--- src/design/tbpc_pkg.sv ---
// ----------------------------------------------------------------------------
// Touch button press classifier package
// Shared types and constants for the classifier and its divider.
// ----------------------------------------------------------------------------
package tbpc_pkg;

    typedef enum logic [2:0] {
        ST_IDLE,
        ST_DEB,
        ST_CMP,
        ST_SEL,
        ST_DIV,
        ST_FIN
    } t_state;

    localparam logic [1:0] ACT_NONE  = 2'd0;
    localparam logic [1:0] ACT_SHORT = 2'd1;
    localparam logic [1:0] ACT_RESET = 2'd2;
    localparam logic [1:0] ACT_BOOT  = 2'd3;

    localparam logic [2:0] REG_RESET_HOLD  = 3'd0;
    localparam logic [2:0] REG_BOOT_HOLD   = 3'd1;
    localparam logic [2:0] REG_RESET_BLINK = 3'd2;
    localparam logic [2:0] REG_BOOT_BLINK  = 3'd3;
    localparam logic [2:0] REG_PRESS_CNT   = 3'd4;
    localparam logic [2:0] REG_RELEASE_CNT = 3'd5;
    localparam logic [2:0] REG_LED_LOW     = 3'd6;

    localparam logic [31:0] MS_DIVISOR = 32'd1000;
    localparam logic [7:0]  RUN_MAX    = 8'hff;

    // A 32-bit value divided by 1000 is its product with this reciprocal,
    // shifted right by MS_SHIFT.
    localparam logic [28:0] MS_RECIP = 29'd274877907;
    localparam int          MS_SHIFT = 38;

    typedef struct packed {
        logic        start;
        logic [63:0] dividend;
        logic [31:0] divisor;
    } t_div_req;

    typedef struct packed {
        logic        done;
        logic        quot_lsb;
    } t_div_rsp;

endpackage

--- src/design/touch_button_press_classifier.sv ---
// ----------------------------------------------------------------------------
// Touch button press classifier
// Debounces touch samples, tracks the button and classifies each release.
// ----------------------------------------------------------------------------
// Each request on the slave stream is one poll: a microsecond time and a
// touch sample. Every poll gives exactly one result on the master stream
// with the LED drive, the release action, the short press length in ms and
// the qualified touch level. Registers are written through the cfg channel,
// which is always ready and must only be used while the block is idle.
// A poll passes through the debounce, compare and select states to the
// output register, and also through the divider state when a blink phase
// is needed; the shared divider retires one quotient bit per cycle over 64
// dividend bits. The block takes one poll at a time and is not ready while
// it works on one. A finished result waits in the output register, so the
// next poll may be accepted while the receiver stalls; the block then holds
// its next result until the register is free. Reset clears the debounce and
// button state, empties the output register and loads the register
// defaults.
// ----------------------------------------------------------------------------
module touch_button_press_classifier
    import tbpc_pkg::*;
#(
    parameter int TOUCH_READS = 20
) (
    input  logic        i_clk,
    input  logic        i_rst_n,
    input  logic        s_axis_tvalid,
    output logic        s_axis_tready,
    // now_us [63:0], reads_until_high [68:64], zero fill above.
    input  logic [71:0] s_axis_tdata,
    output logic        m_axis_tvalid,
    input  logic        m_axis_tready,
    // led_update [0], led_pin [1], action [3:2], press_ms [19:4],
    // touch_level [20], zero fill above.
    output logic [23:0] m_axis_tdata,
    input  logic        i_cfg_valid,
    output logic        o_cfg_ready,
    input  logic [2:0]  i_cfg_index,
    input  logic [31:0] i_cfg_data
);

    localparam logic [7:0] READS_MAX = 8'(TOUCH_READS);

    t_state r_state;
    t_state n_state;

    logic [31:0] r_reset_hold;
    logic [31:0] r_boot_hold;
    logic [31:0] r_reset_blink;
    logic [31:0] r_boot_blink;
    logic [7:0]  r_press_cnt;
    logic [7:0]  r_release_cnt;
    logic        r_led_low;

    logic        r_touch_q;
    logic        r_seen;
    logic [63:0] r_press_start;
    logic [7:0]  r_nc_run;
    logic [7:0]  r_fc_run;

    logic [63:0] r_now;
    logic [4:0]  r_reads;
    logic [63:0] r_d;
    logic        r_ge_boot;
    logic        r_ge_reset;
    logic        r_gt_boot;
    logic        r_gt_reset;

    logic        r_led_update;
    logic        r_led_pin;
    logic [1:0]  r_action;
    logic [15:0] r_press_ms;

    logic        r_m_tvalid;
    logic [23:0] r_m_tdata;

    logic        w_accept;
    logic        w_cfg_wr;
    logic        w_load_out;
    logic        w_edge;
    logic        w_release;
    logic        w_held;
    logic        w_div_go;
    logic [7:0]  w_nc_inc;
    logic [7:0]  w_fc_inc;
    logic        w_max_sample;
    logic [31:0] w_blink;
    logic [60:0] w_ms_prod;
    t_div_req    w_div_req;
    t_div_rsp    w_div_rsp;

    assign w_accept = s_axis_tvalid && s_axis_tready;
    assign w_cfg_wr = i_cfg_valid && o_cfg_ready;

    assign w_nc_inc     = (r_nc_run == RUN_MAX) ? RUN_MAX : r_nc_run + 8'd1;
    assign w_fc_inc     = (r_fc_run == RUN_MAX) ? RUN_MAX : r_fc_run + 8'd1;
    assign w_max_sample = ({3'b000, r_reads} >= READS_MAX);

    // A short press never lasts past a 32-bit hold threshold.
    assign w_ms_prod = {29'd0, r_d[31:0]} * {32'd0, MS_RECIP};

    assign w_edge    = (r_touch_q != r_seen);
    assign w_release = w_edge && !r_touch_q;
    assign w_held    = !w_edge && r_seen;
    assign w_div_go  = w_held && (r_ge_boot || r_ge_reset);

    always_comb begin
        w_blink = r_ge_boot ? r_boot_blink : r_reset_blink;
        if (w_blink == 32'd0) begin
            w_blink = 32'd1;
        end
    end

    always_comb begin
        n_state = r_state;
        unique case (r_state)
            ST_IDLE: begin
                if (w_accept) begin
                    n_state = ST_DEB;
                end
            end
            ST_DEB: n_state = ST_CMP;
            ST_CMP: n_state = ST_SEL;
            ST_SEL: n_state = w_div_go ? ST_DIV : ST_FIN;
            ST_DIV: begin
                if (w_div_rsp.done) begin
                    n_state = ST_FIN;
                end
            end
            ST_FIN: begin
                if (!r_m_tvalid || m_axis_tready) begin
                    n_state = ST_IDLE;
                end
            end
            default: n_state = ST_IDLE;
        endcase
    end

    always_comb begin
        s_axis_tready      = (r_state == ST_IDLE);
        w_load_out         = (r_state == ST_FIN) && (!r_m_tvalid || m_axis_tready);
        w_div_req.start    = (r_state == ST_SEL) && w_div_go;
        w_div_req.dividend = r_d - {32'd0, r_ge_boot ? r_boot_hold : r_reset_hold};
        w_div_req.divisor  = w_blink;
    end

    always_ff @(posedge i_clk) begin
        if (!i_rst_n) begin
            r_state <= ST_IDLE;
        end else begin
            r_state <= n_state;
        end
    end

    always_ff @(posedge i_clk) begin
        if (!i_rst_n) begin
            r_reset_hold  <= 32'd3000000;
            r_boot_hold   <= 32'd8000000;
            r_reset_blink <= 32'd250000;
            r_boot_blink  <= 32'd100000;
            r_press_cnt   <= 8'd60;
            r_release_cnt <= 8'd90;
            r_led_low     <= 1'b0;
        end else if (w_cfg_wr) begin
            unique case (i_cfg_index)
                REG_RESET_HOLD:  r_reset_hold  <= i_cfg_data;
                REG_BOOT_HOLD:   r_boot_hold   <= i_cfg_data;
                REG_RESET_BLINK: r_reset_blink <= i_cfg_data;
                REG_BOOT_BLINK:  r_boot_blink  <= i_cfg_data;
                REG_PRESS_CNT:   r_press_cnt   <= i_cfg_data[7:0];
                REG_RELEASE_CNT: r_release_cnt <= i_cfg_data[7:0];
                REG_LED_LOW:     r_led_low     <= i_cfg_data[0];
                default: ;
            endcase
        end
    end

    always_ff @(posedge i_clk) begin
        if (!i_rst_n) begin
            r_touch_q     <= 1'b0;
            r_seen        <= 1'b0;
            r_press_start <= '0;
            r_nc_run      <= '0;
            r_fc_run      <= '0;
        end else begin
            if (r_state == ST_DEB) begin
                if (w_max_sample) begin
                    r_nc_run <= w_nc_inc;
                    r_fc_run <= '0;
                    if (w_nc_inc > r_press_cnt) begin
                        r_touch_q <= 1'b1;
                    end
                end else begin
                    r_nc_run <= '0;
                    if (r_reads == 5'd0) begin
                        r_fc_run <= w_fc_inc;
                        if (w_fc_inc > r_release_cnt) begin
                            r_touch_q <= 1'b0;
                        end
                    end else if (r_fc_run > r_release_cnt) begin
                        r_touch_q <= 1'b0;
                    end
                end
            end
            if (r_state == ST_SEL && w_edge) begin
                r_seen <= r_touch_q;
                if (r_touch_q) begin
                    r_press_start <= r_now;
                end
            end
        end
    end

    always_ff @(posedge i_clk) begin
        if (w_accept) begin
            r_now   <= s_axis_tdata[63:0];
            r_reads <= s_axis_tdata[68:64];
        end
        if (r_state == ST_DEB) begin
            r_d <= r_now - r_press_start;
        end
        if (r_state == ST_CMP) begin
            r_ge_boot  <= (r_d[63:32] != 32'd0) || (r_d[31:0] >= r_boot_hold);
            r_ge_reset <= (r_d[63:32] != 32'd0) || (r_d[31:0] >= r_reset_hold);
            r_gt_boot  <= (r_d[63:32] != 32'd0) || (r_d[31:0] > r_boot_hold);
            r_gt_reset <= (r_d[63:32] != 32'd0) || (r_d[31:0] > r_reset_hold);
        end
        if (r_state == ST_SEL) begin
            r_led_update <= w_release || w_held;
            r_led_pin    <= 1'b0;
            r_action     <= ACT_NONE;
            r_press_ms   <= '0;
            if (w_release) begin
                r_led_pin <= r_led_low;
                if (r_gt_boot) begin
                    r_action <= ACT_BOOT;
                end else if (r_gt_reset) begin
                    r_action <= ACT_RESET;
                end else begin
                    r_action   <= ACT_SHORT;
                    r_press_ms <= w_ms_prod[MS_SHIFT +: 16];
                end
            end else if (w_held) begin
                r_led_pin <= ~r_led_low;
            end
        end
        if (r_state == ST_DIV && w_div_rsp.done) begin
            r_led_pin <= ~w_div_rsp.quot_lsb ^ r_led_low;
        end
    end

    always_ff @(posedge i_clk) begin
        if (!i_rst_n) begin
            r_m_tvalid <= 1'b0;
        end else if (w_load_out) begin
            r_m_tvalid <= 1'b1;
        end else if (m_axis_tready) begin
            r_m_tvalid <= 1'b0;
        end
    end

    always_ff @(posedge i_clk) begin
        if (w_load_out) begin
            r_m_tdata <= {3'b000, r_touch_q, r_press_ms, r_action, r_led_pin, r_led_update};
        end
    end

    tbpc_div u_div (
        .i_clk   (i_clk),
        .i_rst_n (i_rst_n),
        .i_req   (w_div_req),
        .o_rsp   (w_div_rsp)
    );

    assign m_axis_tvalid = r_m_tvalid;
    assign m_axis_tdata  = r_m_tdata;
    assign o_cfg_ready   = 1'b1;

endmodule

--- src/design/tbpc_div.sv ---
// ----------------------------------------------------------------------------
// Touch button press classifier divider
// Restoring divider, 64-bit dividend by 32-bit divisor, one quotient bit
// per cycle. Returns the lowest quotient bit with a done pulse.
// ----------------------------------------------------------------------------
module tbpc_div
    import tbpc_pkg::*;
(
    input  logic     i_clk,
    input  logic     i_rst_n,
    input  t_div_req i_req,
    output t_div_rsp o_rsp
);

    logic [63:0] r_work;
    logic [31:0] r_rem;
    logic [31:0] r_div;
    logic [5:0]  r_cnt;
    logic        r_busy;
    logic        r_done;

    logic [32:0] w_shift;
    logic [32:0] w_diff;
    logic        w_ge;

    assign w_shift = {r_rem, r_work[63]};
    assign w_diff  = w_shift - {1'b0, r_div};
    assign w_ge    = (w_shift >= {1'b0, r_div});

    always_ff @(posedge i_clk) begin
        if (!i_rst_n) begin
            r_busy <= 1'b0;
            r_done <= 1'b0;
            r_cnt  <= '0;
        end else begin
            r_done <= 1'b0;
            if (i_req.start) begin
                r_busy <= 1'b1;
                r_cnt  <= '0;
            end else if (r_busy) begin
                r_cnt <= r_cnt + 6'd1;
                if (r_cnt == 6'd63) begin
                    r_busy <= 1'b0;
                    r_done <= 1'b1;
                end
            end
        end
    end

    always_ff @(posedge i_clk) begin
        if (i_req.start) begin
            r_work <= i_req.dividend;
            r_rem  <= '0;
            r_div  <= i_req.divisor;
        end else if (r_busy) begin
            r_rem  <= w_ge ? w_diff[31:0] : w_shift[31:0];
            r_work <= {r_work[62:0], w_ge};
        end
    end

    assign o_rsp.done     = r_done;
    assign o_rsp.quot_lsb = r_work[0];

endmodule
--- config.mk ---
export PLATFORM = sky130hd
export DESIGN_NAME = touch_button_press_classifier
export DESIGN_NICKNAME = d
export VERILOG_FILES = /design/src/design/tbpc_pkg.sv /design/src/design/touch_button_press_classifier.sv /design/src/design/tbpc_div.sv
export SDC_FILE = /design/constraint.sdc
export NUM_CORES = 2
export LEC_CHECK = 0
export ABC_AREA = 0
export BUFFER_PORTS_ARGS = -buffer_cell sky130_fd_sc_hd__buf_2
export CAP_MARGIN = 20
export CORE_MARGIN = 5
export CORE_UTILIZATION = 42
export CTS_CLUSTER_DIAMETER = 30
export CTS_CLUSTER_SIZE = 8
export DETAILED_ROUTE_END_ITERATION = 6
export PLACE_DENSITY = 0.56
export SYNTH_ARGS = -nofsm -noshare
export SYNTH_HDL_FRONTEND = slang
export SYNTH_SLANG_ARGS = --single-unit
export TNS_END_PERCENT = 10
--- constraint.sdc ---
create_clock -name i_clk -period 6.44 [get_ports i_clk]
set_input_delay 0.322 -clock i_clk [delete_from_list [all_inputs] [get_ports i_clk]]
set_output_delay 0.322 -clock i_clk [all_outputs]
set_load 0.01 [all_outputs]
# ---- Word level (Yosys, flattened, before mapping)
# Cells that the tools add are included.
dict set report word_totals {
  rom_bits 0
  n_memories 0
  inputBits 112
  register_bits 545
  latch_bits 0
  out_inout_bits 27
  mem_bits_rw 0
  word_cells 148
}
dict set report classes {
  n_mul 1
  eq_ne 20
  bitwise_logic 6
  n_addsub 6
  n_lt_le_gt_ge 9
  n_shift 0
  n_reduce_logical 42
  n_mux 32
  div 0
}
# cell n
set op_table {}
lappend op_table {{64-bit two-way mux} 2}
lappend op_table {{32-bit two-way mux} 3}
lappend op_table {{32-bit greater-or-equal comparator} 2}
lappend op_table {{32-bit > comparator} 2}
lappend op_table {{64-bit by 32-bit subtractor with 64-bit output} 1}
lappend op_table {{64-bit subtractor} 1}
lappend op_table {{32-bit by 29-bit multiplier with 54-bit output, second input constant} 1}
lappend op_table {{8-bit two-way mux} 5}
lappend op_table {{33-bit by 32-bit greater-or-equal comparator with 1-bit output} 1}
lappend op_table {{32-bit zero test} 1}
lappend op_table {{32-bit nonzero test} 1}
lappend op_table {{32-bit subtractor} 1}
lappend op_table {{8-bit > comparator} 3}
lappend op_table {{3-bit one-hot mux with 6 select lines} 1}
lappend op_table {{2-bit AND reduction} 9}
lappend op_table {{8-bit by 1-bit adder with 8-bit output, second input constant} 2}
lappend op_table {{8-bit equality test, second input constant} 2}
lappend op_table {{1-bit two-way mux} 16}
lappend op_table {{3-bit equality test, second input constant} 5}
lappend op_table {{3-bit by 2-bit equality test with 1-bit output, second input constant} 4}
lappend op_table {{3-bit two-way mux} 3}
lappend op_table {{1-bit logical AND} 8}
lappend op_table {{2-bit nonzero test} 4}
lappend op_table {{1-bit logical OR} 7}
lappend op_table {{19 further kinds} 31}

# ---- Depth between registers and ports, before layout
dict set report logic_depth {
  depth_word 7
  depth_mapped 25
  mapped_depth_nobuf 25
}

# ---- Hierarchy
# A second synthesis with hierarchy kept.
dict set report unflattened {
  cells_unflattened 4726
  hier_area_um2 45044.5
}
# module area_each_um2 cells_each n_inst seq_area_each_um2
set modules_own_cells {}
lappend modules_own_cells {touch_button_press_classifier 37594.8 4038 1 9969.6}
lappend modules_own_cells {tbpc_div 7449.6 688 1 3683.5}

# ---- Least setup slack after synthesis
# OpenSTA, ideal clock, no wires.
dict set report synth_path {
  kind {flip-flop to flip-flop}
  from {register r_d[8]}
  to {register r_press_ms[12] (data pin)}
  required_time_ps 6174
  setup_time_ps 266
  synth_period_minus_slack_ps 6978
  path_slack_ps -538
  path_buffers 0
  arrival_ps 6712
  stages_incl_launch_ff 26
  path_cell_list {edfxtp_1 > ha_1 > fa_1 > fa_1 > inv_1 > fa_1 > inv_1 > fa_1 > inv_1 > fa_1 > inv_1 > fa_1 > inv_1 > fa_1 > inv_1 > ha_1 > a21o_1 > a211o_1 > a211oi_1 > nor3_1 > a211oi_1 > nor3_1 > o21a_1 > o41a_1 > xnor2_1 > nor2_1}
}
dict set report synth_between {
  elab_chain_cells 1
}
# item line_no
set synth_lines {}
lappend synth_lines {{start, declared} touch_button_press_classifier.sv:63} ;# logic [63:0] r_d;
lappend synth_lines {{start signal, assigned} touch_button_press_classifier.sv:220} ;# r_d <= r_now - r_press_start;
lappend synth_lines {{32-bit by 29-bit multiplier with 54-bit output} touch_button_press_classifier.sv:100} ;# assign w_ms_prod = {29'd0, r_d[31:0]} * {32'd0, MS_RECIP};
lappend synth_lines {{end signal, assigned} touch_button_press_classifier.sv:241} ;# r_press_ms <= w_ms_prod[MS_SHIFT +: 16];
lappend synth_lines {{end, declared} touch_button_press_classifier.sv:72} ;# logic [15:0] r_press_ms;
# No other way between the ends.
# A chain may end at the register's enable or synchronous reset.

# ---- Worst setup path after layout
dict set report layout_path {
  from {register r_d[20]}
  to {register r_press_ms[11] (data pin)}
}
# Same word-level chain as after synthesis.

==> results.cfg <==
[die]
die_width_um = 332
die_height_um = 332
io_pins = 139
fp-row-count = 118
design.die.area_um2 = 110000
core_um2 = 103000
floorplan.initialDensity_pct = 42.2

[cts]
worst_skew_pair_latency_ns = 0.73
clock_sink_count = 545
cts-buffers-inserted = 144
cts_tree = yes
ctsLongestPathBuffers = 3
cts_htree_levels = 4
clock_tree_root = sky130_fd_sc_hd__clkbuf_16
clkTransAtPathRegs_ns = 0.05

[timing]
whs_ns = 0.0221
timing_max_transition_violations_final = 0
grt_setup_unrepaired = yes
fmax_mhz = 142
finalCriticalPeriod_ns = 7.04
finalHoldViolations = 0
fin_ws_ns = -0.601
max_slew_margin_pct = 18.5
final-setup-viol-count = 16
worst_clock_skew_on_the_final_layout_ns = 0.0311
tightestPinTransition_ns = 1.19
period_share_pct = 109

[drt]
routed_wirelength_um = 119000
first_pass_iters = 5
post_drt_wl_per_cell_um = 17.9
via_density = 5.11
drt_first_iter_violations = 1992
number_of_nets_with_antenna_violations_after_detailed_routing = 0
vias = 34000
drc_errors = 0

[placed_design]
place.gp.congestion = 0.956
io_buffers = 131
dp.final_hpwl_um = 91400
place_area_um2 = 47200

[logic_synthesis]
synth_cell_type_count = 79
synth.avg_cell_area_um2 = 9.38
postSynthRegisterBits = 545
ys_warn_count = 0
synthFlopType = sky130_fd_sc_hd__edfxtp_1
synth_cells = 4649
netlist_area_um2 = 43600
count_of_flip_flops_with_a_built_in_enable_after_synthesis = 274
asyncSetResetFlopFracSynth_pct = 0
synth_seq_area_share_pct = 31.3

[layout]
final_cell_mix = sky130_fd_sc_hd__inv_1, sky130_fd_sc_hd__nand2_1, sky130_fd_sc_hd__ha_1
fillerInstances = 9472
finish.instance_area_um2 = 54300
register_area_um2 = 13700
mostFrequentLayoutCell = sky130_fd_sc_hd__inv_1
multi_input_combinational_cell_area_um2 = 27200
finalCoreUtilization_pct = 52.5
drive_above_1_share_pct = 14.7
area_growth_pct = 24.4
fin_nets = 6142
ant_diodes = 0

[critical_path]
timing_worst_setup_path_type = register to register
timing.critical_path.slowest_cell_delay_ns = 0.55
critical_path_peak_fanout = 5
critical-path-slowest-cell = sky130_fd_sc_hd__fa_1
cpMostUsedCell = sky130_fd_sc_hd__fa_1
worstSetupStartpointType = register
crit_path_dat_ns = 7.47
required_ns = 6.87
worst-r2r-setup-slack_ns = -0.60
cp-end-kind = register

[grt]
grt.total_usage_pct = 21.3
grt_pass1_vias = 34000
grt_antenna_before_repair = 1
grt_start_max_net_pins = 122
global_route_wire_length_before_repair_um = 188000
global_route_total_overflow = 0

[status]
result_of_the_run = finished, violations left
failed_checks = negative setup slack

[run]
timing.max_cap.violations = 0

[worst_hold_path]
timing.hold.worst.class = primary input to register
==> repair_timing <==
item / CTS / global route
endpoints found under the hold margin: 215 / 0
pin swaps: 33 / 25
endpoints found under the setup margin: 16 / 16
setup buffers: 37 / 5
resized for setup: 65 / 14
hold buffers: 104 / 0
==> worst max-delay path: cells and delay by family, from the launching register on <==
kind	cells	cell delay, ns
buf+inv	7	0.70
simple gates	4	0.69
fa+ha+maj	9	4.11
compound gates	6	0.89
flops	1	0.37
==> kinds of logic (layout without fill, tap and decap cells) <==
logic type / Yosys count / in the layout / share of synthesized area, %
compound gates: 941 / 941 / 13.1
other cells: 2 / 4 / 0.0172
buf+inv: 884 / 1505 / 7.66
mux: 91 / 91 / 2.18
fa+ha+maj: 881 / 881 / 30.4
flops: 545 / 545 / 31.3
xor+xnor: 174 / 174 / 3.49
simple gates: 1131 / 1131 / 11.8
==> final timing paths <==
| path | from | end | cells past startpoint |
|---|---|---|---|
| max | r_d[20] | r_press_ms[11] | 26 |
| min | i_cfg_index[0] | r_press_cnt[7] | 4 |
| max reg2reg | r_d[20] | r_press_ms[11] | 26 |
| min reg2reg | r_press_ms[5] | m_axis_tdata[9] | 0 |
==> layout make-up <==
class / instances / share of cell area, %
clock buffers: 178 / 7.26
clock inverters: 91 / 2.23
well taps: 1380 / 3.18
flip-flops and latches: 545 / 25.2
repair buffers: 501 / 6.94
inverters: 735 / 5.09
multi-input cells: 3222 / 50.1
==> state kept, by name, indices dropped and copies added, names as in the netlist, 2 cells and up <==
| signal | cells |
|---|---|
| r_now | 64 |
| u_div.r_rem | 32 |
| r_boot_blink | 32 |
| r_press_ms | 16 |
| r_reset_hold | 32 |
| r_action | 2 |
| r_reset_blink | 32 |
| u_div.r_work | 64 |
| r_d | 64 |
| r_reads | 5 |
| u_div.r_div | 32 |
| u_div.r_cnt | 6 |
| r_nc_run | 8 |
| r_fc_run | 8 |
| r_release_cnt | 8 |
| r_boot_hold | 32 |
| r_state | 3 |
| r_press_cnt | 8 |
| m_axis_tdata | 21 |
| r_press_start | 64 |
==> synthesized netlist by cell type, drive strengths merged (34+ instances only) <==
cell / instances / area [um2]
o21ai: 180 / 901
mux2i: 58 / 581
o211ai: 42 / 315
edfxtp: 274 / 8230
nand2: 608 / 2280
xor2: 63 / 552
dfxtp: 271 / 5430
inv: 733 / 2750
xnor2: 111 / 972
a21o: 107 / 803
a21oi: 384 / 1920
nand4: 47 / 294
nand3: 70 / 350
clkbuf: 137 / 514
nand2b: 34 / 213
nor3: 46 / 230
ha: 582 / 7280
a211oi: 36 / 275
nor2b: 42 / 263
fa: 299 / 5990
and3: 34 / 213
nor2: 151 / 567
==> per-stage QoR <==
step	worst slack (ns)	TNS (ns)	cells
after CTS	-0.537	-6.46	6645
after global placement	-0.753	-8.77	6234
after global routing	-0.841	-11.55	6652
after detailed placement	-0.824	-9.61	6236
after floorplan	-0.266	-1.35	4651
final	-0.601	-7.06	6652
==> metal layers <==
metal / global-route usage (%) / up-vias / routed length, um / share of wire (%)
li1: - / 16900 / - / -
met1: 29.9 / 16200 / 56500 / 47
met2: 33.4 / 714 / 53300 / 45
met3: 3.81 / 201 / 5670 / 4.8
met4: 7.35 / 0 / 3750 / 3.1
met5: 0 / - / 0 / 0
Power is left out: the tool's default activity adds up to more than one toggle a clock period on the data nets, which glitch-free logic cannot reach.
